$ cat config.mk
export PLATFORM = sky130hd
export DESIGN_NAME = sgdmf_mul
export DESIGN_NICKNAME = d
export VERILOG_FILES = /design/src/design/sgdmf_pkg.sv /design/src/design/sgdmf_mul.sv
export SDC_FILE = /design/constraint.sdc
export NUM_CORES = 2
export LEC_CHECK = 0
export BUFFER_PORTS_ARGS = -buffer_cell sky130_fd_sc_hd__buf_4
export CAP_MARGIN = 0
export CORE_MARGIN = 2
export CORE_UTILIZATION = 50
export DETAILED_ROUTE_END_ITERATION = 8
export GPL_TIMING_DRIVEN = 0
export MAX_ROUTING_LAYER = met4
export PLACE_DENSITY = 0.62
export SYNTH_ARGS = -nofsm -noshare
export SYNTH_HDL_FRONTEND = slang
export SYNTH_SLANG_ARGS = --single-unit
$ cat constraint.sdc
create_clock -name i_clk -period 12.3 [get_ports i_clk]
set_input_delay 2.46 -clock i_clk [delete_from_list [all_inputs] [get_ports i_clk]]
set_output_delay 2.46 -clock i_clk [all_outputs]
set_load 0.1 [all_outputs]
$ cat src/design/sgdmf_pkg.sv
// Shared constants, types and saturation helpers for the SGD factor update engine.
package sgdmf_pkg;

    localparam int K_MAX_DEF = 64;
    localparam int ROWS_DEF  = 4096;
    localparam int COLS_DEF  = 4096;

    localparam int S_TDATA_W = 64;
    localparam int S_TUSER_W = 3;
    localparam int M_TDATA_W = 32;
    localparam int M_TUSER_W = 2;
    localparam int PADDR_W   = 4;
    localparam int PDATA_W   = 32;

    localparam int FRAC_BITS = 24;
    localparam int PROD_W    = 66;
    localparam int WIDE_W    = 42;

    localparam logic [24:0] ONE_Q24       = 25'd16777216;
    localparam logic [24:0] LR_RESET      = 25'd16777;
    localparam logic [24:0] REGW_RESET    = 25'd838861;
    localparam logic [6:0]  RANK_RESET    = 7'd64;

    localparam logic [2:0] CMD_WR_W = 3'd0;
    localparam logic [2:0] CMD_WR_H = 3'd1;
    localparam logic [2:0] CMD_RATE = 3'd2;
    localparam logic [2:0] CMD_RD_W = 3'd3;
    localparam logic [2:0] CMD_RD_H = 3'd4;

    localparam logic [1:0] KIND_READ = 2'd0;
    localparam logic [1:0] KIND_ERR  = 2'd1;
    localparam logic [1:0] KIND_ACK  = 2'd2;

    localparam logic [1:0] REG_LEARN_RATE = 2'd0;
    localparam logic [1:0] REG_REG_WEIGHT = 2'd1;
    localparam logic [1:0] REG_RANK       = 2'd2;

    typedef struct packed {
        logic we;
        logic re;
    } t_ram_ctl;

    function automatic logic signed [31:0] f_sat32(input logic signed [WIDE_W-1:0] v);
        logic signed [31:0] res;
        if (v[WIDE_W-1:31] != {(WIDE_W-31){v[WIDE_W-1]}}) begin
            res = v[WIDE_W-1] ? 32'sh80000000 : 32'sh7FFFFFFF;
        end else begin
            res = v[31:0];
        end
        return res;
    endfunction

    function automatic logic signed [31:0] f_sat_add(input logic signed [31:0] a,
                                                      input logic signed [31:0] b);
        logic signed [WIDE_W-1:0] s;
        s = WIDE_W'(a) + WIDE_W'(b);
        return f_sat32(s);
    endfunction

    function automatic logic signed [31:0] f_sat_sub(input logic signed [31:0] a,
                                                      input logic signed [31:0] b);
        logic signed [WIDE_W-1:0] s;
        s = WIDE_W'(a) - WIDE_W'(b);
        return f_sat32(s);
    endfunction

endpackage

$ cat src/design/sgdmf_mul.sv
// Shared registered Q8.24 multiplier with floor truncation and 32-bit saturation.
module sgdmf_mul (
    input  logic               i_clk,
    input  logic signed [32:0] i_a,
    input  logic signed [32:0] i_b,
    output logic signed [31:0] o_q
);
    import sgdmf_pkg::*;

    logic signed [PROD_W-1:0] r_prod;

    always_ff @(posedge i_clk) begin
        r_prod <= i_a * i_b;
    end

    assign o_q = f_sat32(r_prod[PROD_W-1:FRAC_BITS]);

endmodule

; Yosys cells after proc, flatten, opt, wreduce, memory -nomap -nowiden
; Cells that the tools add are included.
[word_totals]
inputBits = 67
regBits = 66
output_inout_bits = 32
elab_cells = 5
[op_classes]
mux = 2
eq_ne = 1
mul = 1
[ops]
columns = op, count
row1 = 33-bit by 33-bit multiplier with 66-bit output, 1
row2 = 32-bit 2-to-1 mux, 2
row3 = 10-bit inequality test, 1

; Longest topological paths before layout
[depth]
depth_word = 2
ltp_mapped = 29
ltp_nobuf = 27

; Least setup slack after synthesis
; Ideal clock, no wire load.
[synth_path]
path_kind = input port to flip-flop
start = input i_a[32]
end = register r_prod[58]
arrival_time_ns = 10.205
stages = 27
path_slack_ns = 1.973
path_buffers = 1
setup_ns = 0.121
required_time_ns = 12.179
path_cell_list = clkbuf_1 > nand2_1 > inv_1 > fa_1 > inv_1 > fa_1 > inv_1 > fa_1 > inv_1 > fa_1 > inv_1 > fa_1 > fa_1 > fa_1 > inv_1 > fa_1 > inv_1 > ha_1 > a21o_1 > a21o_1 > a2111oi_4 > o21ai_0 > o21ai_0 > a21oi_2 > o21ai_0 > mux2i_1 > nand2_1
[synth_via]
elab_chain_len = 1
[synth_rtl]
columns = element, line_no
row1 = start: declaration, sgdmf_mul.sv:4  ; input logic signed [32:0] i_a,
row2 = 33-bit by 33-bit multiplier with 66-bit output, sgdmf_mul.sv:13  ; r_prod <= i_a * i_b;
row3 = end signal: assignment, sgdmf_mul.sv:13
row4 = end: declaration, sgdmf_mul.sv:10  ; logic signed [PROD_W-1:0] r_prod;
; No other way between the ends.

; Worst setup path after layout
[layout_path]
start = input i_b[0]
end = register r_prod[58]
[layout_via]
elab_chain_len = 1
[layout_rtl]
columns = element, line_no
row1 = start: declaration, sgdmf_mul.sv:5  ; input logic signed [32:0] i_b,
row2 = 33-bit by 33-bit multiplier with 66-bit output, sgdmf_mul.sv:13
; No other way between the ends.

==> metrics.txt <==
status complete, no violations; Post-CTS Hold Fix Bufs 0; FMAX 84.64 MHz; Syn-to-layout area delta 5.748%; area leader, netlist fa_1; max-slew violations 0; Vias 29,060; Slew headroom 9.336%; final WL 142,100 um; detailed placement HPWL 121,400 um; max_cap viols 0; CTS tree built; final instance area 41,510 um2; share of the synthesized area in the top cell type 58.35%; setup bufs post-CTS 0; Post-synth top flop dfxtp_1; Top-Level Pins 99; GP Congestion 1.041; Initial DRC Count 2,318; Final setup viols 0; site row count 102; Synth area leaders fa_1, inv_1, and2_1; Setup crit end kind flop; final hold viol count 0; Post-Syn Area per Cell 9.330 um2; Avg WL per Cell 26.52 um; die area 80,760 um2; Die X 284.2 um; worst min path class input pin to flop; CTS H-tree depth 2; Hold WS 3284 ps; number of synthesized flops with an enable pin 0; fraction of layout cells with a size suffix above 1 2.900%; post-layout util 53.49%; remaining global-route overflow 0; I/O Buffers 98; CTS clock-pin slew for the worst setup and hold paths 60 ps; leading registers by flop count r_prod x42; Multi-input gate area 33,430 um2; Yosys Warn Count 0; Via density 5.423; max FFs per register 42; Synth cell types 55; Worst-Margin Slew 1360 ps; Layout Nets 5,733; RSZ-0062 raised after global routing no; Die Y 284.2 um; Layout fillers 7,512; total track usage 38.17%; Crit Path Category input pin to flop; placed inst area 41,300 um2; Detail Route Antenna Nets 0; Synth Cell Area 39,250 um2; Final Cycle Share 96.06%; antenna violations before repair 20; part of the Yosys area used for sequential elements 2.142%; first-pass GRT wire length 212,500 um; Post-synth top cells fa_1, inv_1, nand2_1; clk sink count 42; Critical Path Fanout Max 15; largest net degree at the start of global routing 27; Mapped Cells 4,207; TNS Setup 0 ps; DRC errors left 0; Startpoint Class input pin; Root Driver clkbuf_16; CTS Buf Count 5; Post-Syn Nets 5,630; vias in the first global route 32,200; Req. time, crit path 12,470 ps; First-pass DRT Iterations 5; critical path data arrival time 11,990 ps; clock buffer depth 2; most frequent cell after synthesis fa_1; Sequential cell area 840.8 um2; Reg with most FFs r_prod; ys async rst share 0%; Starting Density 50.58%; FF+latch count, synth 42; Period minus WS final 11,820 ps; Core ar. 77,590 um2
area by class of cell:
cell class / count / area share, %
Clock buffer: 5 / 0.3014
Multi-Input combinational cell: 2836 / 80.54
Sequential cell: 42 / 2.026
Buffer: 212 / 1.923
Tap cell: 1040 / 3.135
Clock inverter: 3 / 0.1658
Timing Repair Buffer: 98 / 1.773
Inverter: 1115 / 10.09
Antenna cell: 8 / 0.04823
repair_timing:
action / in CTS / in global routing
endpoints found under the hold margin: 0 / 0
endpoints found under the setup margin: 3 / 11
resized for setup: 0 / 2
metal layers:
layer  track usage [%]  vias up  wire length (um)
met2             60.38     1350             66270
met3             5.369      463             10550
met5                 -        -                 0
met4             26.95        0             13560
met1             45.17    15150             51760
li1                  -    12100                 -
worst max-delay path, cell delays in order:
cell	delay, ps
buf_4	150
clkbuf_1	430
nand2_1	240
inv_1	110
fa_1	540
inv_1	130
fa_1	540
inv_1	80
fa_2	960
inv_1	140
fa_1	790
clkinvlp_4	510
fa_1	610
fa_1	500
fa_1	490
inv_1	60
fa_1	650
inv_1	80
ha_1	340
a21o_1	170
a21o_1	230
a2111oi_4	370
o21ai_0	140
o21ai_1	430
a21oi_2	150
o21ai_0	320
mux2i_1	230
nand2_1	100
per-stage QoR:
stage          instances  setup slack, ps
4_1_cts             5352            99.06
5_1_grt             5357            11.65
3_3_place_gp        5345           -338.3
2_1_floorplan       4207             1973
3_5_place_dp        5345           -385.3
6_report            5359            484.7
logic make-up after synthesis:
family | Yosys count | synth area share, %
buffers and inverters | 1329 | 12.72
DFF | 42 | 2.142
and+or+nand+nor | 1243 | 15.81
xor gates and xnor gates | 52 | 1.160
muxes | 2 | 0.05101
adders and majority gates | 1356 | 65.11
AOI/OAI and AO/OA | 183 | 3.009
cells in the final DEF, fill, tap and decap left out, types with 3 or more instances in the layout:
cell,instances
diode_2,8
nand3_1,10
inv_1,1114
a211oi_1,3
buf_4,98
o21bai_1,5
xnor2_1,35
a21o_1,24
nor3_1,15
nand2b_1,10
o21ai_1,3
o2111ai_1,4
a21oi_1,52
clkbuf_1,209
o21a_1,4
nand2_1,571
and2_1,544
nand4_1,13
and4_1,3
nor2b_1,5
fa_1,1143
nor4_1,5
dfxtp_1,42
o21ai_0,58
ha_1,212
xor2_1,17
and3_1,4
clkbuf_16,5
nor2_1,54
worst paths after layout:
kind | startpoint | to | slack [ps] | cells past startpoint
min | i_a[0] | r_prod[34] | 3280 | 7
max | i_b[0] | r_prod[58] | 480 | 28
Power is left out: the tool's default activity adds up to more than one toggle a clock period on the data nets, which glitch-free logic cannot reach.
